<file path="config.mk">
export PLATFORM = sky130hd
export DESIGN_NAME = distance_band_speed_governor_core
export DESIGN_NICKNAME = d
export VERILOG_FILES = /design/src/rtl/dbsg_pkg.sv /design/src/rtl/dbsg_in_stage.sv /design/src/rtl/dbsg_level.sv /design/src/rtl/distance_band_speed_governor_core.sv
export SDC_FILE = /design/constraint.sdc
export NUM_CORES = 1
export LEC_CHECK = 0
export ABC_AREA = 0
export BUFFER_PORTS_ARGS = -buffer_cell sky130_fd_sc_hd__buf_2
export CORE_AREA = 2 2 134 136
export DETAILED_ROUTE_END_ITERATION = 8
export DIE_AREA = 0 0 136 138
export GPL_TIMING_DRIVEN = 1
export HOLD_SLACK_MARGIN = 0.02
export PLACE_DENSITY = 0.79
export SLEW_MARGIN = 5
export SYNTH_ARGS = -nofsm -noshare
export SYNTH_HDL_FRONTEND = slang
export SYNTH_SLANG_ARGS = --single-unit
</file>
<file path="constraint.sdc">
create_clock -name i_clk -period 24.7 [get_ports i_clk]
set_input_delay 0 -clock i_clk [delete_from_list [all_inputs] [get_ports i_clk]]
set_output_delay 0 -clock i_clk [all_outputs]
set_load 0.05 [all_outputs]
</file>
<file path="src/rtl/dbsg_pkg.sv">
// Shared types, band codes and decimal digit helpers for the speed governor.
package dbsg_pkg;

    localparam int DistW   = 16;
    localparam int LevelW  = 7;
    localparam int PwmW    = 14;
    localparam int CharW   = 6;
    localparam int DigitW  = 4;
    localparam int DModW   = 10;
    localparam int BandW   = 3;

    // distance bands, decided once at the input register
    localparam logic [BandW-1:0] BAND_FAR   = 3'd0;
    localparam logic [BandW-1:0] BAND_WARN  = 3'd1;
    localparam logic [BandW-1:0] BAND_MID   = 3'd2;
    localparam logic [BandW-1:0] BAND_NEAR  = 3'd3;
    localparam logic [BandW-1:0] BAND_STOP  = 3'd4;
    localparam logic [BandW-1:0] BAND_FIFTY = 3'd5;

    localparam logic [CharW-1:0] ASCII_ZERO = 6'd48;

    typedef struct packed {
        logic [BandW-1:0] band;
        logic [DModW-1:0] dist_mod;
    } t_in_item;

    typedef struct packed {
        logic [DigitW-1:0] hundreds;
        logic [DigitW-1:0] tens;
        logic [DigitW-1:0] ones;
    } t_digits;

    // Split 0..999 into decimal digits with reciprocal multiplies (x41>>12, x205>>11).
    function automatic t_digits f_split3(input logic [DModW-1:0] n);
        logic [15:0]       p_h;
        logic [DigitW-1:0] h;
        logic [6:0]        rem;
        logic [14:0]       p_t;
        logic [DigitW-1:0] t;
        t_digits           d;
        p_h = 16'(n) * 16'd41;
        h   = p_h[15:12];
        rem = 7'(n - 10'(h) * 10'd100);
        p_t = 15'(rem) * 15'd205;
        t   = p_t[14:11];
        d.hundreds = h;
        d.tens     = t;
        d.ones     = 4'(rem - 7'(t) * 7'd10);
        return d;
    endfunction

endpackage

</file>
<file path="src/rtl/dbsg_in_stage.sv">
// Input register: classify the distance into a band and reduce it mod 1000.
module dbsg_in_stage (
    input  logic                    i_clk,
    input  logic                    i_rst_n,
    input  logic                    i_s_tvalid,
    output logic                    o_s_tready,
    input  logic [15:0]             i_s_tdata,   // [15:0] distance
    input  logic                    i_adv,
    output logic                    o_item_valid,
    output dbsg_pkg::t_in_item      o_item
);
    import dbsg_pkg::*;

    logic     r_valid;
    t_in_item r_item;
    t_in_item n_item;

    // quotient estimate never exceeds the true one and is short by at most one
    function automatic logic [DModW-1:0] f_mod1000(input logic [DistW-1:0] d);
        logic [26:0] p;
        logic [6:0]  q;
        logic [16:0] r;
        p = 27'(d) * 27'd1048;
        q = p[26:20];
        r = 17'(d) - 17'(q) * 17'd1000;
        if (r >= 17'd1000) begin
            r = r - 17'd1000;
        end
        return r[DModW-1:0];
    endfunction

    always_comb begin
        priority if (i_s_tdata >= 16'd100) begin
            n_item.band = BAND_FAR;
        end else if (i_s_tdata >= 16'd75) begin
            n_item.band = BAND_WARN;
        end else if (i_s_tdata > 16'd50) begin
            n_item.band = BAND_MID;
        end else if (i_s_tdata == 16'd50) begin
            n_item.band = BAND_FIFTY;
        end else if (i_s_tdata > 16'd25) begin
            n_item.band = BAND_NEAR;
        end else begin
            n_item.band = BAND_STOP;
        end
        n_item.dist_mod = f_mod1000(i_s_tdata);
    end

    assign o_s_tready   = !r_valid || i_adv;
    assign o_item_valid = r_valid;
    assign o_item       = r_item;

    always_ff @(posedge i_clk) begin
        if (!i_rst_n) begin
            r_valid <= 1'b0;
        end else if (o_s_tready) begin
            r_valid <= i_s_tvalid;
        end
    end

    always_ff @(posedge i_clk) begin
        if (o_s_tready && i_s_tvalid) begin
            r_item <= n_item;
        end
    end

endmodule

</file>
<file path="src/rtl/dbsg_level.sv">
// Speed level and buzzer state with the per-band update rules.
module dbsg_level (
    input  logic                            i_clk,
    input  logic                            i_rst_n,
    input  logic                            i_adv,
    input  logic [dbsg_pkg::BandW-1:0]      i_band,
    output logic [dbsg_pkg::LevelW-1:0]     o_level,
    output logic                            o_buzzer
);
    import dbsg_pkg::*;

    logic [LevelW-1:0] r_level;
    logic              r_buzzer;
    logic [LevelW-1:0] n_level;
    logic              n_buzzer;
    logic [LevelW-1:0] w_inc;
    logic [LevelW-1:0] w_dec;
    logic [LevelW-1:0] w_rise;

    assign w_inc  = r_level + 7'd1;
    assign w_dec  = r_level - 7'd2;
    // clamp only the band just above the ceiling; a wrapped level passes
    assign w_rise = (w_inc >= 7'd120 && w_inc <= 7'd125) ? 7'd120 : w_inc;

    always_comb begin
        n_level  = r_level;
        n_buzzer = r_buzzer;
        unique case (i_band)
            BAND_FAR: begin
                n_level  = w_rise;
                n_buzzer = 1'b0;
            end
            BAND_WARN: begin
                n_level  = w_rise;
                n_buzzer = 1'b1;
            end
            BAND_MID: begin
                priority if (r_level > 7'd45) begin
                    n_level  = w_dec;
                    n_buzzer = 1'b1;
                end else if (r_level < 7'd40) begin
                    n_level  = w_inc;
                    n_buzzer = 1'b1;
                end else begin
                    n_level  = 7'd45;
                end
            end
            BAND_NEAR: begin
                priority if (r_level > 7'd30) begin
                    n_level  = w_dec;
                    n_buzzer = 1'b1;
                end else if (r_level < 7'd28) begin
                    n_level  = w_inc;
                    n_buzzer = 1'b1;
                end else begin
                    n_level  = 7'd30;
                end
            end
            BAND_STOP: begin
                n_level  = 7'd0;
                n_buzzer = 1'b0;
            end
            default: begin
                // exactly fifty: hold both
                n_level  = r_level;
                n_buzzer = r_buzzer;
            end
        endcase
    end

    assign o_level  = n_level;
    assign o_buzzer = n_buzzer;

    always_ff @(posedge i_clk) begin
        if (!i_rst_n) begin
            r_level  <= 7'd0;
            r_buzzer <= 1'b0;
        end else if (i_adv) begin
            r_level  <= n_level;
            r_buzzer <= n_buzzer;
        end
    end

endmodule

</file>
<file path="src/rtl/distance_band_speed_governor_core.sv">
// Top level of the distance band speed governor: stream ports and result register.
//
// Each request on the slave stream carries one obstacle distance. The block
// sorts it into a band (far, warning, middle, near, stop, or exactly fifty),
// updates its stored speed level and buzzer flag, and returns one result
// request with the new level, the PWM compare value (100 times the level),
// the buzzer drive, and ASCII digits of the level and of the distance mod
// 1000. A request passes through the input register and then the result
// register; a new request is taken every cycle, set by the single level update
// between those two registers, as long as the master side keeps taking results.
// Level and buzzer clear to zero on reset. Result tdata packing, lowest bit up:
// speed_level[6:0], pwm_compare[20:7], buzzer_on[21], speed_hundreds_char[27:22],
// speed_tens_char[33:28], speed_ones_char[39:34], dist_hundreds_char[45:40],
// dist_tens_char[51:46], dist_ones_char[57:52], zeros[63:58].
module distance_band_speed_governor_core (
    input  logic        i_clk,
    input  logic        i_rst_n,
    input  logic        i_s_tvalid,
    output logic        o_s_tready,
    input  logic [15:0] i_s_tdata,   // [15:0] distance
    output logic        o_m_tvalid,
    input  logic        i_m_tready,
    output logic [63:0] o_m_tdata    // level, pwm, buzzer, 3 level chars, 3 distance chars
);
    import dbsg_pkg::*;

    logic              w_item_valid;
    t_in_item          w_item;
    logic              w_out_adv;
    logic              w_fire;
    logic [LevelW-1:0] w_level;
    logic              w_buzzer;

    logic              r_out_valid;
    logic [LevelW-1:0] r_level;
    logic [PwmW-1:0]   r_pwm;
    logic              r_buzzer;
    t_digits           r_sdig;
    t_digits           r_ddig;

    // the result register frees up when empty or when its request is taken
    assign w_out_adv = !r_out_valid || i_m_tready;
    assign w_fire    = w_item_valid && w_out_adv;

    dbsg_in_stage u_in (
        .i_clk        (i_clk),
        .i_rst_n      (i_rst_n),
        .i_s_tvalid   (i_s_tvalid),
        .o_s_tready   (o_s_tready),
        .i_s_tdata    (i_s_tdata),
        .i_adv        (w_out_adv),
        .o_item_valid (w_item_valid),
        .o_item       (w_item)
    );

    // level state advances exactly when a staged request moves to the result
    dbsg_level u_level (
        .i_clk    (i_clk),
        .i_rst_n  (i_rst_n),
        .i_adv    (w_fire),
        .i_band   (w_item.band),
        .o_level  (w_level),
        .o_buzzer (w_buzzer)
    );

    always_ff @(posedge i_clk) begin
        if (!i_rst_n) begin
            r_out_valid <= 1'b0;
        end else if (w_out_adv) begin
            r_out_valid <= w_item_valid;
        end
    end

    // capture the payload of the advancing request
    always_ff @(posedge i_clk) begin
        if (w_fire) begin
            r_level  <= w_level;
            r_pwm    <= PwmW'(w_level) * 14'd100;
            r_buzzer <= w_buzzer;
            r_sdig   <= f_split3(DModW'(w_level));
            r_ddig   <= f_split3(w_item.dist_mod);
        end
    end

    assign o_m_tvalid = r_out_valid;
    assign o_m_tdata  = {6'd0,
                         ASCII_ZERO + CharW'(r_ddig.ones),
                         ASCII_ZERO + CharW'(r_ddig.tens),
                         ASCII_ZERO + CharW'(r_ddig.hundreds),
                         ASCII_ZERO + CharW'(r_sdig.ones),
                         ASCII_ZERO + CharW'(r_sdig.tens),
                         ASCII_ZERO + CharW'(r_sdig.hundreds),
                         r_buzzer,
                         r_pwm,
                         r_level};

`ifndef SYNTHESIS
    // level stays under the ceiling once out of reset
    a_level_ceiling: assert property (@(posedge i_clk) disable iff (!i_rst_n)
        r_out_valid |-> (r_level <= 7'd120))
        else $error("speed level above ceiling");

    a_pwm_matches: assert property (@(posedge i_clk) disable iff (!i_rst_n)
        r_out_valid |-> (r_pwm == PwmW'(r_level) * 14'd100))
        else $error("pwm compare out of step with level");

    a_level_digits: assert property (@(posedge i_clk) disable iff (!i_rst_n)
        r_out_valid |-> (10'(r_sdig.hundreds) * 10'd100 + 10'(r_sdig.tens) * 10'd10
                         + 10'(r_sdig.ones) == 10'(r_level)))
        else $error("level digits do not rebuild the level");
`endif

endmodule
</file>
==> results of run 1 <==
[final cells by class]
cell class / instances / area, sq um
clock inverter: 3 / 20.0
clock buffer: 13 / 270
inverter: 193 / 724
sequential: 60 / 1700
multi-input combinational: 787 / 7560
fill: 1413 / 6590
timing repair buffer: 70 / 380
tap: 229 / 287
[layout by cell type, fill, tap and decap left out, types with 4 or more instances in the layout]
cell / netlist / layout
dlygate4sd3_1: 0 / 4
buf_4: 28 / 4
nor2_1: 39 / 39
fa_1: 54 / 54
o21a_1: 8 / 8
nand2b_1: 6 / 6
dfxtp_1: 10 / 10
nor3b_1: 4 / 4
ha_1: 285 / 285
nand2_1: 40 / 40
o21ai_0: 27 / 27
a21o_1: 18 / 18
conb_1: 2 / 23
o211ai_1: 5 / 5
nor3_1: 14 / 14
inv_1: 193 / 193
nand4_1: 9 / 9
a21oi_1: 55 / 55
a31oi_1: 12 / 12
edfxtp_1: 50 / 50
mux2i_1: 8 / 8
clkbuf_16: 0 / 9
o21bai_1: 15 / 15
and2_1: 7 / 7
o211a_1: 7 / 7
buf_2: 5 / 62
xnor2_1: 44 / 44
nor2b_1: 16 / 15
or3_1: 5 / 5
xor2_1: 25 / 25
a211oi_1: 5 / 5
nand3_1: 5 / 5
[cells by family (layout without fill, tap and decap cells)]
group | after synthesis | count (layout)
other | 2 | 23
buffers and inverters | 234 | 279
flip-flops | 60 | 60
AO/OA/AOI/OAI | 189 | 189
adder cells (fa/ha/maj) | 339 | 339
XOR/XNOR | 70 | 70
multiplexers | 8 | 8
AND/OR/NAND/NOR | 158 | 158
[state kept, by name, indices dropped and copies added, names as in the netlist]
signal,count
u_level.r_level,7
r_pwm,9
u_in.o_item,13
u_in.o_item_valid,1
u_level.r_buzzer,1
r_sdig,8
o_m_tvalid,1
r_level,7
r_ddig,12
r_buzzer,1
[what timing repair did]
item,4_1_cts,5_1_grt
hold buffers,4,0
setup buffers,0,0
endpoints found under the hold margin,4,0
endpoints found under the setup margin,0,0
[path summary, 6_finish.rpt]
path              cells after the start                  to
setup / recovery                     43           r_sdig[3]
hold reg to reg                       2    u_level.r_buzzer
setup reg to reg                     43           r_sdig[3]
hold / removal                        2  u_level.r_level[5]
[per-stage QoR]
step                std cells  util, %  hold WS (ns)  area (sq um)  worst slack (ns)
global route             1355     62.4        0.0328         10900             13.04
CTS                      1355     62.4        0.0235         10900             13.80
detailed placement       1335     60.5         0.305         10600             13.96
global placement         1335     60.5         0.256         10600             14.32
finish                   1355     62.4        0.0351         10900             13.70
floorplan                1081        -        0.0989         10200             15.11
[critical path, delay by kind of cell, from the launching register on]
| family | cells | cell delay [ns] |
|---|---|---|
| XOR/XNOR | 6 | 1.19 |
| flip-flops | 1 | 0.47 |
| multiplexers | 1 | 0.10 |
| AO/OA/AOI/OAI | 13 | 3.17 |
| adder cells (fa/ha/maj) | 14 | 4.44 |
| AND/OR/NAND/NOR | 4 | 0.70 |
| buffers and inverters | 5 | 0.66 |
[metal layers]
layer	share of wire [%]	GRT usage, %	vias to the layer above
li1	-	-	3710
met1	45	27.3	3471
met2	51	39.9	126
met3	2.8	2.42	26
met4	1.6	6.20	0
met5	0	0	-
==> flow_summary.toml, run 1 <==
[outcome]
status = "finished, final reports clean"

[setup_path]
slowest_stage = "a221oi_1"
critPathKind = "reg2reg"
cp.arrival_ns = 11.08
cp-startpoint = "u_level.r_level[1]"
critPathMostFrequentCell = "ha_1"
crit_path_max_incr_delay_ns = 0.62
r2r_start = "u_level.r_level[1]"
r2r_slack_ns = 13.70
crit_path_start_kind = "flop"
worstPathRequired_ns = 24.77
worst-path-max-fanout = 7
end_kind = "flop"

[synth]
synth_compound_area_share_pct = 13.0
syn_area_sq_um = 10200
ys_warn_count = 0
yosys.area.top_type = "ha_1"
synthMostInstantiatedCell = "ha_1"
synth-simple-area-share_pct = 7.79
synthTopCellsByCount = "ha_1, inv_1, a21oi_1, fa_1, edfxtp_1"
syn_inst = 1060
synth_top_family_by_area = "adder cells"
synthMuxAreaShare_pct = 0.788
synth_area_per_cell_sq_um = 9.59
synthArstFlopShare_pct = 0
synthFlopType = "edfxtp_1"
synth_edf_count = 50
synth.distinct_cells = 67
synth_xor_area_share_pct = 6.18
ys_ff_latch = 60
netlist_top_cells_area = "ha_1, edfxtp_1, fa_1"
synthAdderAreaFrac_pct = 45.7
synth_top_area_share_pct = 35.1
yosysSeqAreaShare_pct = 16.7

[clock_network]
cts_resized = 0
cts_buffer_depth = 2
cts-root-buf = "clkbuf_16"
clk_pin_slew_ns = 0.05
htree_levels = 3
cts_tree = "done"
clock_latency_ns = 0.33
clock_sinks = 60
cts_made_buffers = 9

[detailed_routing]
drt-total-wl_microns = 19600
route.detailed.drc = 0
detail-route-antenna-nets = 0
viasPerCell = 5.41
drt-wirelength-per-cell_microns = 14.5
dr_total_vias = 7333
drt_pass1_iterations = 4
drt_iter0_markers = 317

[placement]
place_congestion = 0.973
port_buffers = 62
dp_hpwl_microns = 16300

[timing]
setup_viol_count_final = 0
clock_skew_ns = 0.00487
relSlewSlack_pct = 51.4
finalSetupTns_ns = 0
rsz0062_at_grt = "no"
timing.final.crit_share_pct = 44.6
drv_slew = 0
hold_viol = 0
min_period_ns = 11.00
tightestPinTransition_ns = 0.724
fmax_mhz = 90.9

[final_layout]
layout-drive-gt1-share_pct = 8.53
syn2layout_area_growth_pct = 7.66
diodes = 0
layout.nets = 1480

[hold_path]
min_from = "i_rst_n"
hold_class = "in2reg"

[die]
core_sq_um = 17500
die_area_sq_um = 18800
die_h_microns = 138
ios = 86
initial_core_util_pct = 58.0
rows = 49
die_x_microns = 136

[run]
cap_violations = 0

[global_routing]
grt_usage_pct = 22.0
first_global_vias = 7430
grt-ovfl-total = 0
grt_max_degree = 50
grt_pass1_wl_microns = 33900
antenna_found_initial = 0
Power of run 1 is left out: the tool's default activity adds up to more than one toggle a clock period on the data nets, which glitch-free logic cannot reach.
==> run 2, diff against run 1 <==
==> constraint.sdc (replaced) <==
create_clock -name i_clk -period 10.75 [get_ports i_clk]
set_input_delay 0 -clock i_clk [delete_from_list [all_inputs] [get_ports i_clk]]
set_output_delay 0 -clock i_clk [all_outputs]
set_load 0.05 [all_outputs]
==> flow_summary.toml, run 2 (synthesis results as in run 1) <==
[detailed_routing]
viasPerCell = 5.47
detail-route-antenna-nets = 0
drt_iter0_markers = 310
drt-wirelength-per-cell_microns = 14.8
drt-total-wl_microns = 20100
route.detailed.drc = 0
drt_pass1_iterations = 4
dr_total_vias = 7422

[placement]
port_buffers = 62
placed_cells = 1336
place_congestion = 0.890
dp_hpwl_microns = 16300

[die]
rows = 49
initial_core_util_pct = 58.0
die_h_microns = 138
die_x_microns = 136
core_sq_um = 17500
die_area_sq_um = 18800
ios = 86

[timing]
drv_slew = 0
hold_viol = 0
fmax_mhz = 98.3
min_period_ns = 10.18
tightestPinTransition_ns = 0.664
relSlewSlack_pct = 55.4
timing.final.crit_share_pct = 94.7
setup_viol_count_final = 0
clock_skew_ns = 0.00613

[final_layout]
layout_common_cells = "ha_1, inv_1, buf_2, a21oi_1, fa_1"
stdcell_count = 1357
syn2layout_area_growth_pct = 8.25
layout-drive-gt1-share_pct = 9.04
final_common_cell = "ha_1"
layout.nets = 1482
diodes = 0
largest_reg_flops = 13

[clock_network]
cts_buffer_depth = 2
clock_sinks = 60
cts_made_buffers = 9
clk_pin_slew_ns = 0.05
post_cts.repair.setup_buffers = 0
cts_tree = "done"
clock_latency_ns = 0.33
htree_levels = 3
cts-root-buf = "clkbuf_16"

[outcome]
status = "finished, final reports clean"

[global_routing]
grt_pass1_wl_microns = 34300
use_met3_pct = 3.52
grt_usage_pct = 22.4
met1_usage_pct = 27.4
first_global_vias = 7604
use_met2_pct = 39.6
grt-ovfl-total = 0
grt_max_degree = 50
antenna_found_initial = 0
grt-busiest-layer = "met2"

[setup_path]
critPathKind = "reg2reg"
r2r_slack_ns = 0.57
slowest_stage = "fa_1"
worst-path-max-fanout = 7
end_kind = "flop"
r2r_start = "u_level.r_level[1]"
cp.arrival_ns = 10.25
worstPathRequired_ns = 10.82
crit_end = "r_sdig[3]"
crit_path_start_kind = "flop"
rr_worst_depth = 44
cp-startpoint = "u_level.r_level[1]"
crit_path_max_incr_delay_ns = 0.52
critPathMostFrequentCell = "ha_1"
r2r-end = "r_sdig[3]"

[run]
cap_violations = 0

[hold_path]
hold_class = "in2reg"
==> run 2: worst max-delay path, delay by kind of cell, from the launching register on <==
kind	cells	cell delay, ns
fa+ha+maj	13	4.23
compound gates	15	2.94
xor+xnor	7	1.30
simple gates	3	0.36
flops	1	0.47
buf+inv	6	0.63
==> run 2: area by class of cell <==
| cell class | count | area, sq um |
|---|---|---|
| multi-input combinational | 787 | 7590 |
| fill | 1446 | 6530 |
| sequential | 60 | 1700 |
| inverter | 193 | 724 |
| timing repair buffer | 72 | 398 |
| tap | 229 | 287 |
| clock buffer | 12 | 256 |
| clock inverter | 4 | 47.5 |
==> run 2: metrics by stage <==
| stage | TNS [ns] | setup WS (ns) | util, % | cell area, sq um | hold slack [ns] |
|---|---|---|---|---|---|
| floorplan | 0 | 1.16 | - | 10200 | 0.0989 |
| global placement | 0 | 0.703 | 60.6 | 10600 | 0.255 |
| detailed placement | 0 | 0.276 | 60.6 | 10600 | 0.255 |
| CTS | 0 | 0.179 | 62.6 | 11000 | 0.0459 |
| global route | -0.000788 | -0.000788 | 62.8 | 11000 | 0.0700 |
| finish | 0 | 0.574 | 62.8 | 11000 | 0.0567 |
==> run 2: worst min path at each step <==
stage | from | to | slack (ns) | depth (start not counted)
2_1_floorplan | i_s_tdata[0] | u_in.o_item[0] | 0.1 | 0
3_3_place_gp | i_s_tvalid | u_in.o_item_valid | 0.26 | 3
3_5_place_dp | i_s_tvalid | u_in.o_item_valid | 0.26 | 3
4_1_cts | i_m_tready | o_m_tvalid | 0.05 | 3
5_1_grt | i_m_tready | o_m_tvalid | 0.07 | 3
6_report | i_m_tready | o_m_tvalid | 0.06 | 3
==> run 2: timing repair <==
item / CTS / global route
endpoints found under the hold margin: 7 / 0
hold buffers: 5 / 0
endpoints found under the setup margin: 0 / 2
resized for setup: 0 / 6
==> run 2: per-layer routing <==
metal	vias up	routed length [microns]
met4	0	531
met3	47	741
met5	-	0
met2	155	10200
li1	3718	-
met1	3502	8670
Power of run 2 is left out for the same reason.
